**src/rtl/dual_subsequence_length_tracker_unit_defines.svh**
```systemverilog
// Assertion macros for the dual subsequence length tracker.
// Define ASSERT_OFF to compile the checks out.
`ifndef DUAL_SUBSEQUENCE_LENGTH_TRACKER_UNIT_DEFINES_SVH
`define DUAL_SUBSEQUENCE_LENGTH_TRACKER_UNIT_DEFINES_SVH
`ifndef ASSERT_OFF
`define DSLT_ASSERT(lbl, clk, rstn, prop, msg) \
  lbl: assert property (@(posedge clk) disable iff (!(rstn)) prop) else $error(msg);
`define DSLT_ASSERT_ALWAYS(lbl, clk, prop, msg) \
  lbl: assert property (@(posedge clk) prop) else $error(msg);
`else
`define DSLT_ASSERT(lbl, clk, rstn, prop, msg)
`define DSLT_ASSERT_ALWAYS(lbl, clk, prop, msg)
`endif
`endif

```
**src/rtl/dslt_pkg.sv**
```systemverilog
// Shared types and constants for the dual subsequence length tracker.
// No dependencies.
`timescale 1ns / 1ps
package dslt_pkg;
  localparam int VALUE_W = 16;
  localparam int LEN_W   = 11;

  typedef struct packed {
    logic [VALUE_W-1:0] value;
    logic               start_req;
  } in_word_t;

  typedef struct packed {
    logic [LEN_W-1:0] nonincreasing_length;
    logic [LEN_W-1:0] increasing_length;
    logic             overflow;
  } out_word_t;

  typedef struct packed {
    logic load;
    logic start;
    logic read_last;
    logic decide;
    logic search;
  } tbl_cmd_t;

  typedef struct packed {
    logic             busy;
    logic             ovf;
    logic [LEN_W-1:0] len;
  } tbl_stat_t;
endpackage

```
**src/rtl/dslt_ctrl.sv**
```systemverilog
// Sequencer for both tail tables plus the result word register.
// Depends on dslt_pkg.
`timescale 1ns / 1ps
module dslt_ctrl
  import dslt_pkg::*;
(
  input  logic      clk,
  input  logic      rst_n,
  input  logic      in_valid,
  output logic      in_stall,
  input  logic      start_req,
  output logic      out_valid,
  input  logic      out_stall,
  output out_word_t out_word,
  output tbl_cmd_t  cmd,
  input  tbl_stat_t stat_desc,
  input  tbl_stat_t stat_asc
);
  typedef enum logic [4:0] {
    S_IDLE   = 5'b00001,
    S_LAST   = 5'b00010,
    S_DECIDE = 5'b00100,
    S_SEARCH = 5'b01000,
    S_OUT    = 5'b10000
  } state_t;

  state_t    state_r, state_nxt;
  logic      out_valid_r, out_valid_nxt;
  out_word_t out_word_r, out_word_nxt;
  logic      out_free;

  assign out_free = !out_valid_r || !out_stall;
  assign in_stall = (state_r != S_IDLE);

  always_comb begin
    state_nxt     = state_r;
    out_word_nxt  = out_word_r;
    out_valid_nxt = out_valid_r;
    cmd           = '0;
    cmd.start     = start_req;

    if (out_valid_r && !out_stall) begin
      out_valid_nxt = 1'b0;
    end

    case (state_r)
      S_IDLE: begin
        if (in_valid) begin
          cmd.load  = 1'b1;
          state_nxt = S_LAST;
        end
      end
      S_LAST: begin
        cmd.read_last = 1'b1;
        state_nxt     = S_DECIDE;
      end
      S_DECIDE: begin
        cmd.decide = 1'b1;
        state_nxt  = S_SEARCH;
      end
      S_SEARCH: begin
        cmd.search = 1'b1;
        if (!stat_desc.busy && !stat_asc.busy) begin
          state_nxt = S_OUT;
        end
      end
      S_OUT: begin
        if (out_free) begin
          out_word_nxt.nonincreasing_length = stat_desc.len;
          out_word_nxt.increasing_length    = stat_asc.len;
          out_word_nxt.overflow             = stat_desc.ovf | stat_asc.ovf;
          out_valid_nxt                     = 1'b1;
          state_nxt                         = S_IDLE;
        end
      end
      default: begin
        state_nxt = S_IDLE;
      end
    endcase
  end

  always_ff @(posedge clk) begin
    if (!rst_n) begin
      state_r     <= S_IDLE;
      out_valid_r <= 1'b0;
    end else begin
      state_r     <= state_nxt;
      out_valid_r <= out_valid_nxt;
    end
  end

  always_ff @(posedge clk) begin
    out_word_r <= out_word_nxt;
  end

  assign out_valid = out_valid_r;
  assign out_word  = out_word_r;
endmodule

```
**config.mk**
```make
export PLATFORM = sky130hd
export DESIGN_NAME = dslt_ctrl
export DESIGN_NICKNAME = d
export VERILOG_FILES = /design/src/rtl/dual_subsequence_length_tracker_unit_defines.svh /design/src/rtl/dslt_pkg.sv /design/src/rtl/dslt_ctrl.sv
export SDC_FILE = /design/constraint.sdc
export NUM_CORES = 1
export LEC_CHECK = 0
export BUFFER_PORTS_ARGS = -buffer_cell sky130_fd_sc_hd__buf_2
export CAP_MARGIN = 20
export CORE_MARGIN = 4
export CORE_UTILIZATION = 45
export CTS_CLUSTER_DIAMETER = 200
export DETAILED_ROUTE_END_ITERATION = 16
export PLACE_DENSITY = 0.84
export SLEW_MARGIN = 20
export SYNTH_ARGS = -nofsm -noshare
export SYNTH_HDL_FRONTEND = slang
export SYNTH_SLANG_ARGS = --single-unit
```
**constraint.sdc**
```tcl
create_clock -name clk -period 7.4 [get_ports clk]
set_input_delay 1.48 -clock clk [delete_from_list [all_inputs] [get_ports clk]]
set_output_delay 1.48 -clock clk [all_outputs]
set_load 0.005 [all_outputs]
```
Word-level counts from Yosys, hierarchy flattened

Index checks and enable logic that the tools add are counted.
W data, S select, Z words.

Bits in registers: 29
Bits of input ports: 31
Output and inout bits: 30
Logic and storage cells: 36

Equal/unequal tests: 9
Mux-type cells: 12
Bitwise gates (word level): 1
Reductions and logical operators: 9

Operators by type and width:

| kind                 | number |
|---|---|
| $pmux W5 S5          | 1 |
| $mux W5              | 3 |
| $mux W1              | 8 |
| $ne A2 B2 Y1 const B | 3 |
| $eq A5 B1 Y1 const B | 1 |
| $eq A5 B2 Y1 const B | 1 |
| $eq A5 B3 Y1 const B | 1 |
| $eq A5 B4 Y1 const B | 1 |
| $eq A5 B5 Y1 const B | 1 |
| $ne A5 B1 Y1 const B | 1 |
| $logic_not A1 Y1     | 4 |
| $reduce_and A3 Y1    | 1 |
| $logic_and A1 B1 Y1  | 2 |
| $reduce_and A2 Y1    | 1 |
| $logic_or A1 B1 Y1   | 1 |
| $or A1 B1 Y1         | 1 |

Logic depth before layout (Yosys ltp)

Gate-level depths: netlist of the first run.

Word-level depth: 5
Mapped depth: 3
Mapped depth without buffers: 3

Least setup slack after synthesis of the first run

Ideal clock, no wire load.

Kind: input-to-output
Start: input port in_valid
End: output port cmd[4] in the netlist's numbering
Arrival time: 1.622 ns
Required time: 5.920 ns
Slack: 4.298 ns
Stages on the path: 2
Buffers on the path: 0
Path through: inv_1 > nor2_1

RTL lines:

| item        | line            | source |
|---|---|---|
| from (decl) | dslt_ctrl.sv:9  | `input logic in_valid,` |
| to (decl)   | dslt_ctrl.sv:15 | `output tbl_cmd_t cmd,` |

==> run metrics, run 1 <==
via count=710; clk root buf=clkbuf_4; WHS=0.541 ns; Worst Setup End Kind=output pin; R2R depth=3; Post-synth top cells=edfxtp_1, dfxtp_1, nor2_1; Post CTS Setup Buffer Count=0; fin cells=approximately 150; Worst EP required=between 5 and 6 ns; YS warnings=0; RSZ-0062 raised after global routing=false; Slew Limit Fails=0; Die H=around 56 um; ANT cells=0; mapped cell area=a little over 0.001 mm^2; number of CTS-inserted buffers=5; Tmin final=3.32 ns; Final setup violation count=0; FP Rows=16; die span in x=55.6 um; clock transition at the registers of the reported paths=around 0.09 ns; Synth Register Bits=29; initial antenna violation count=0; GP Congestion=0.760; Nets=154; unique cell type count in the Yosys netlist=25; clock tree from TritonCTS=built; Final Hold Vio Count=0; Reg area=811 um^2; DRT Pass-1 Iters=4; CP Class=in2out; CP peak stage delay=0.12 ns; FF-to-FF Start=state_r[1]; period utilisation layout=0.449; DR iter-0 viols=33; Core Box Area=roughly 0.0021 mm^2; critical path depth in cells=4; Max VDD drop=0.121 mV; FFs w/ async S/R, synth=0; Syn Nets=just over 90; Fill cells=between 100 and 150; top cells by area, synth=edfxtp_1, dfxtp_1, nor2_1, buf_4, and4bb_1; post-DR wirelength/cell=13.3 um; FF-to-FF End=out_word[20]; Detail Placement HPWL=1.61 mm; Power Dens Cells=213 mW/mm^2; layout cells sized above 1=0.573; routed wire length=2.00 mm; worst path arrival time=1.84 ns; flop-to-flop setup slack=5.29 ns; crit-path most repeated cell=buf_2; first-pass GRT wire length=3.02 mm; Fmax=301 MHz; Sink Count=29; post-route ant nets=0; largest net degree at the start of global routing=24; Global Route Usage Sum=0.130; Worst path slowest cell=buf_2; Post-synth EDFFs=23; I/O Pins=just over 60; multi-input logic area=198 um^2; outcome=finished clean; worst-path maximum fanout=3; Yosys top cell area share=0.677; H-tree levels=2; Worst Path Buf+Inv=3; DIE AREA=0.00309 mm^2; CTS Buffer Depth=2; vias in the first global route=680; Cell Chain, Critical Path=buf_2, inv_1, nor2_1, buf_2; worst relative slew slack=0.552; Clock Skews=0.00860 ns; GR Overflow Total=0; Resize count post-CTS=0; post-cts hold buffer count=0; sequential share of the synthesized area=0.795; worst skew pair latency=0.31 ns; actual slew at the worst max-slew pin=0.670 ns; Initial Util=0.495; startpoint types=input pin; HP Class=reg2reg; Crit path max-delay family=buffers and inverters; cells after synthesis=60; maxcap violations=0; Buffers on Ports=58; # placed instances=143; crit path to=cmd[4]; Yosys top cell by area=edfxtp_1; Area growth syn-to-layout=38.3%; Lkg Pwr=0.604 nW; final core area utilization=0.684; vias per cell=4.70; Sum Neg Setup Slack=0 ns; DRC Markers=0; cell with the most instances after synthesis=edfxtp_1; top_reg_cell synth=edfxtp_1; DP Area=0.00133 mm^2; critical path startpoint=in_valid; synthesized area per cell=17.0 um^2; Final Cell Area=about 0.0014 mm^2
==> cell type report <==
type	instances	area share
tap	27	0.0240
clock inverter	1	0.00355
sequential	29	0.575
clock buffer	7	0.0461
timing repair buffer	58	0.206
multi-input combinational	27	0.140
inverter	2	0.00532
==> metrics by stage <==
step                      total power (W)  worst slack [ns]
final                            0.000300              4.08
after global routing             0.000316              4.04
after CTS                        0.000303              4.08
after global placement           0.000200              4.10
after detailed placement         0.000201              4.09
after floorplan                  0.000190              4.30
==> state kept, by name, summed over array words and instances, names as in the netlist <==
name	flops
state_r	5
out_valid	1
out_word	23
==> metal layers <==
layer | vias up | track usage | share of wire
li1 | 354 | - | -
met5 | - | 0 | 0
met2 | 47 | 0.206 | 0.46
met3 | 4 | 0.0951 | 0.13
met4 | 0 | 0.0417 | 0.011
met1 | 305 | 0.135 | 0.40
==> how the worst min path moves through the flow <==
stage	cells past startpoint	endpoint	from
global route	2	out_valid	out_valid
CTS	2	out_valid	out_valid
finish	2	out_valid	out_valid
detailed placement	2	out_valid	out_valid
floorplan	2	out_valid	out_valid
global placement	2	out_valid	out_valid
==> report_power, final <==
group	switching, W	internal (W)
Clock	0.0000475	0.0000550
Sequential	0.00000193	0.000177
Combinational	0.00000808	0.0000105
Total	0.0000575	0.000242
==> worst register-to-register path, cell delays in order (launching register included) <==
cell     delay, ns
dfxtp_1       0.36
or3_4         0.42
or3b_4        0.41
a21oi_4       0.54
==> cell families (layout without fill, tap and decap cells) <==
logic type             count (synthesis)  after routing  share of synthesized area
AO/OA/AOI/OAI                          8              8                     0.0601
buffers and inverters                  4             68                     0.0221
flip-flops                            29             29                      0.795
AND/OR/NAND/NOR                       18             18                      0.114
XOR/XNOR                               1              1                    0.00859
==> cells in the final DEF (no fill, tap or decap), drive strengths merged, types with 2 or more instances in the layout <==
cell / count
or3: 2
nor3: 2
dfxtp: 6
edfxtp: 23
clkbuf: 7
inv: 2
buf: 58
a21oi: 3
nor2: 5
No activity file was read; power rests on OpenSTA's default activity.
==> run 2, diff against run 1 <==
--- a/config.mk
+++ b/config.mk
@@ -8,10 +8,10 @@
 export BUFFER_PORTS_ARGS = -buffer_cell sky130_fd_sc_hd__buf_2
 export CAP_MARGIN = 20
 export CORE_MARGIN = 4
-export CORE_UTILIZATION = 45
+export CORE_UTILIZATION = 37
 export CTS_CLUSTER_DIAMETER = 200
 export DETAILED_ROUTE_END_ITERATION = 16
-export PLACE_DENSITY = 0.84
+export PLACE_DENSITY = 0.74
 export SLEW_MARGIN = 20
 export SYNTH_ARGS = -nofsm -noshare
 export SYNTH_HDL_FRONTEND = slang
==> constraint.sdc (replaced) <==
create_clock -name clk -period 2.7 [get_ports clk]
set_input_delay 0.54 -clock clk [delete_from_list [all_inputs] [get_ports clk]]
set_output_delay 0.54 -clock clk [all_outputs]
set_load 0.005 [all_outputs]
==> run metrics, run 2 (synthesis gave the netlist of run 1 again) <==
outcome=finished clean (unchanged); DR iter-0 viols=14 (was 33); clock tree from TritonCTS=built (unchanged); routed wire length=2.17 mm (was 2.00 mm); Reg area=811 um^2 (unchanged); Worst EP required=2.16 ns (was 5.92 ns); vias in the first global route=735 (was 680); die span in x=60.5 um (was 55.6 um); Area growth syn-to-layout=36.8% (was 38.3%); DP Area=0.00134 mm^2 (was 0.00133 mm^2); worst skew pair latency=0.32 ns (was 0.31 ns); commonest cells after routing, fill and taps aside=buf_2, edfxtp_1, dfxtp_1 (unchanged); startpoint types=flip-flop (was input pin); layout cells sized above 1=0.568 (was 0.573); Nets=155 (was 154); Sum Neg Setup Slack=0 ns (unchanged); worst path arrival time=1.50 ns (was 1.84 ns); worst-path maximum fanout=4 (was 3); Post CTS Setup Buffer Count=0 (unchanged); DRT Pass-1 Iters=4 (unchanged); FF-to-FF Start=state_r[1] (unchanged); actual slew at the worst max-slew pin=0.390 ns (was 0.670 ns); critical path startpoint=state_r[4] (was in_valid); H-tree levels=2 (unchanged); Fmax=489 MHz; initial antenna violation count=0 (unchanged); Final Cell Area=0.00140 mm^2 (was 0.00141 mm^2); clk root buf=clkbuf_4 (unchanged); most common cell after layout, fill and taps aside=buf_2 (unchanged); largest net degree at the start of global routing=24 (unchanged); # placed instances=147 (was 143); vias per cell=4.74 (was 4.70); post-route ant nets=0 (unchanged); DRC Markers=0 (unchanged); Lkg Pwr=0.598 nW (was 0.604 nW); fin cells=155 (was 151); Fill cells=220 (was 143); hold path startpoint=stat_desc[3] (was out_valid); Final Hold Vio Count=0 (unchanged); Buffers on Ports=58 (unchanged); period utilisation layout=0.757; ANT cells=0 (unchanged); HP Class=in2reg (was reg2reg); post-DR wirelength/cell=14.0 um (was 13.3 um); Die H=60.5 um (was 55.6 um); CP Class=reg2out (was in2out); multi-input logic area=190 um^2 (was 198 um^2); Max VDD drop=0.334 mV (was 0.121 mV); Global Route Usage Sum=0.128 (was 0.130); Resize count post-CTS=0 (unchanged); first-pass GRT wire length=3.25 mm (was 3.02 mm); maxcap violations=0 (unchanged); I/O Pins=61 (unchanged); GR Overflow Total=0 (unchanged); number of CTS-inserted buffers=5 (unchanged); Clock Skews=0.00382 ns (was 0.00860 ns); GP Congestion=0.797 (was 0.760); via count=734 (was 710); post-cts hold buffer count=0 (unchanged); max reg flops=23 (unchanged); Core Box Area=0.00254 mm^2 (was 0.00206 mm^2); DIE AREA=0.00366 mm^2 (was 0.00309 mm^2); worst relative slew slack=0.737 (was 0.552); Tmin final=around 2.0 ns; Power Dens Cells=557 mW/mm^2 (was 213 mW/mm^2); clock transition at the registers of the reported paths=0.08 ns (was 0.09 ns); FP Rows=18 (was 16); final core area utilization=0.548 (was 0.684); Slew Limit Fails=0 (unchanged); Sink Count=29 (unchanged); Initial Util=0.401 (was 0.495); Worst Setup End Kind=output pin (unchanged); RSZ-0062 raised after global routing=false (unchanged); Final setup violation count=0 (unchanged); CTS Buffer Depth=2 (unchanged)
-- run 2: cell types whose count changed in the layout (fill, tap and decap cells not counted) --
| cell | previous run | this run |
|---|---|---|
| clkbuf_8 | 2 | 0 |
| a21oi_2 | 1 | 2 |
| a21oi_4 | 1 | 0 |
| buf_4 | 0 | 1 |
| clkbuf_1 | 0 | 1 |
| clkinv_2 | 1 | 2 |
-- run 2: stage by stage --
| step | power [W] | hold slack (ns) | setup WS [ns] |
|---|---|---|---|
| after floorplan | 0.000521 | 0.481 | 0.00508 |
| after global placement | 0.000548 | 0.494 | 0.852 |
| after detailed placement | 0.000551 | 0.503 | 0.802 |
| after CTS | 0.000792 | 0.369 | 0.662 |
| after global routing | 0.000818 | 0.363 | 0.524 |
| final | 0.000778 | 0.392 | 0.656 |
-- run 2: path summary, 6_finish.rpt --
kind,end,slack [ns],depth (start not counted)
worst max-delay path,cmd[1],0.66,3
worst min-delay path,out_word[15],0.39,1
worst max register to register,out_word[0],0.80,4
worst min register to register,out_valid,0.51,2
-- run 2: final cells by class --
type | instances | share of cell area
tap | 30 | 0.0269
clock buffer | 6 | 0.0296
multi-input combinational | 27 | 0.136
inverter | 2 | 0.00538
timing repair buffer | 59 | 0.213
clock inverter | 2 | 0.00717
sequential | 29 | 0.581
-- run 2: worst max-delay path, stage by stage, from the launching register on --
cell,delay (ns)
dfxtp_1,0.34
nor2_1,0.22
nor4bb_1,0.44
buf_2,0.19
-- run 2: where the power goes --
| part | total (W) | switching (W) | internal, W |
|---|---|---|---|
| Combinational | 0.0000505 | 0.0000217 | 0.0000289 |
| Clock | 0.000237 | 0.000138 | 0.0000989 |
| Sequential | 0.000490 | 0.00000551 | 0.000484 |
-- run 2: per-layer routing --
| layer | global-route usage | wire (um) | vias up |
|---|---|---|---|
| li1 | - | - | 354 |
| met1 | 0.131 | 807 | 328 |
| met2 | 0.207 | 943 | 47 |
| met3 | 0.0894 | 390 | 5 |
| met4 | 0.0495 | 27 | 0 |
| met5 | 0 | 0 | - |
==> run 3, diff against run 2 <==
==> constraint.sdc (replaced) <==
create_clock -name clk -period 1.8 [get_ports clk]
set_input_delay 0.36 -clock clk [delete_from_list [all_inputs] [get_ports clk]]
set_output_delay 0.36 -clock clk [all_outputs]
set_load 0.005 [all_outputs]
==> run metrics, run 3 (synthesis gave the netlist of run 1 again) <==
outcome=finished clean (unchanged); Nets=159 (was 155); CTS Buffer Depth=2 (unchanged); first-pass GRT wire length=3.28 mm (was 3.25 mm); clk root buf=clkbuf_4 (unchanged); hold path startpoint=stat_desc[7] (was stat_desc[3]); FF-to-FF End=out_word[0] (unchanged); Worst Path Buf+Inv=1 (unchanged); post-cts hold buffer count=0 (unchanged); worst relative slew slack=0.820 (was 0.737); FP Rows=18 (unchanged); vias in the first global route=766 (was 735); Die H=60.5 um (unchanged); hold endpoint=out_word[19] (was out_word[15]); # placed instances=149 (was 147); Buffers on Ports=58 (unchanged); RSZ-0062 raised after global routing=true (was false); DRT Pass-1 Iters=4 (unchanged); worst path arrival time=1.80 ns (was 1.50 ns); post-DR wirelength/cell=13.6 um (was 14.0 um); max reg flops=23 (unchanged); Worst Setup End Kind=flip-flop (was output pin); HP Class=in2reg (unchanged); DRC Markers=0 (unchanged); number of CTS-inserted buffers=5 (unchanged); R2R depth=4 (unchanged); GP Congestion=0.762 (was 0.797); critical path depth in cells=4 (was 3); Max VDD drop=0.571 mV (was 0.334 mV); commonest cells after routing, fill and taps aside=buf_2, edfxtp_1, clkbuf_4 (was buf_2, edfxtp_1, dfxtp_1); Cell Chain, Critical Path=or3_4, or3b_4, a21oi_4, buf_12 (was nor2_1, nor4bb_1, buf_2); Initial Util=0.401 (unchanged); Worst path slowest cell=or3b_4 (was nor4bb_1); worst-path maximum fanout=23 (was 4); Crit path max-delay family=simple AND/OR/NAND/NOR gates (unchanged); actual slew at the worst max-slew pin=0.269 ns (was 0.390 ns); vias per cell=4.78 (was 4.74); routed wire length=2.16 mm (was 2.17 mm); Global Route Usage Sum=0.127 (was 0.128); via count=760 (was 734); period utilisation layout=0.986; Worst EP required=1.83 ns (was 2.16 ns); die span in x=60.5 um (unchanged); post-route ant nets=0 (unchanged); FF-to-FF Start=state_r[1] (unchanged); Tmin final=~1.8 ns; most common cell after layout, fill and taps aside=buf_2 (unchanged); GR Overflow Total=0 (unchanged); startpoint types=flip-flop (unchanged); Slew Limit Fails=0 (unchanged); dpl ws=0.0357 ns (was 0.802 ns); maxcap violations=0 (unchanged); worst skew pair latency=0.32 ns (about the same); initial antenna violation count=0 (unchanged); Area growth syn-to-layout=44.2% (was 36.8%); Detail Placement HPWL=1.70 mm; clock tree from TritonCTS=built (unchanged); Final setup violation count=0 (unchanged); Core Box Area=0.00254 mm^2 (unchanged); layout cells sized above 1=0.620 (was 0.568); Fmax=563 MHz; Power Dens Cells=803 mW/mm^2 (was 557 mW/mm^2); DIE AREA=0.00366 mm^2 (unchanged); DR iter-0 viols=20 (was 14); flop-to-flop setup slack=0.02 ns (was 0.80 ns); Lkg Pwr=0.626 nW (was 0.598 nW); Hold Crit Depth=1 (unchanged); I/O Pins=61 (unchanged); H-tree levels=2 (unchanged); final setup margin=0.0249 ns (was 0.656 ns); clock transition at the registers of the reported paths=0.08 ns (about the same); ANT cells=0 (unchanged); largest net degree at the start of global routing=24 (unchanged); CP Class=reg2reg (was reg2out); final core area utilization=0.578 (was 0.548); Sum Neg Setup Slack=0 ns (unchanged); power consumption=0.00118 W (was 0.000778 W); Final Hold Vio Count=0 (unchanged); Sink Count=29 (unchanged); fin cells=159 (was 155); Fill cells=210 (was 220); CP peak stage delay=0.41 ns (was 0.44 ns); Clock Skews=0.00588 ns (was 0.00382 ns)
-- run 3: cell count changes in the layout (fill, tap and decap cells not counted), sizes merged --
cell,previous run,this run
buf,59,63
-- run 3: cell type report --
| class | instances | area (um^2) | area share |
|---|---|---|---|
| timing repair buffer | 63 | 340 | 0.231 |
| clock buffer | 6 | 41.3 | 0.0281 |
| sequential | 29 | 816 | 0.555 |
| clock inverter | 2 | 10.0 | 0.00681 |
| multi-input combinational | 27 | 218 | 0.148 |
| tap | 30 | 37.5 | 0.0255 |
| inverter | 2 | 7.51 | 0.00511 |
-- run 3: how the worst max path moves through the flow --
stage / start / to / slack, ns
2_1_floorplan: state_r[1] / out_word[0] / -0.14
3_3_place_gp: state_r[1] / out_word[12] / 0.08
3_5_place_dp: state_r[1] / out_word[12] / 0.04
4_1_cts: state_r[1] / out_word[0] / 0.003
5_1_grt: state_r[1] / out_word[19] / -0.0006
6_report: state_r[1] / out_word[0] / 0.02
-- run 3: metal layers --
layer,vias to the layer above,part of all wire,global-route usage
li1,361,-,-
met3,3,0.16,0.0638
met1,348,0.38,0.139
met5,-,0,0
met4,0,0.016,0.0743
met2,48,0.45,0.199
-- run 3: timing repair --
action	CTS	global route
setup buffers	0	2
pin swaps	0	1
resized for setup	3	3
setup endpoints to repair	1	25
-- run 3: through the flow --
step | cell area (um^2) | hold slack (ns)
after global placement | 1380 | 0.524
after CTS | 1450 | 0.192
final | 1470 | 0.211
after global routing | 1470 | 0.183
after detailed placement | 1380 | 0.523
after floorplan | 1030 | 0.439
-- run 3: power by group --
group	internal (W)	switching [W]	leakage [nW]
registers	0.000727	0.00000835	0.256
logic	0.0000525	0.0000370	0.338
clock network	0.000148	0.000207	0.0320
total	0.000928	0.000252	0.626
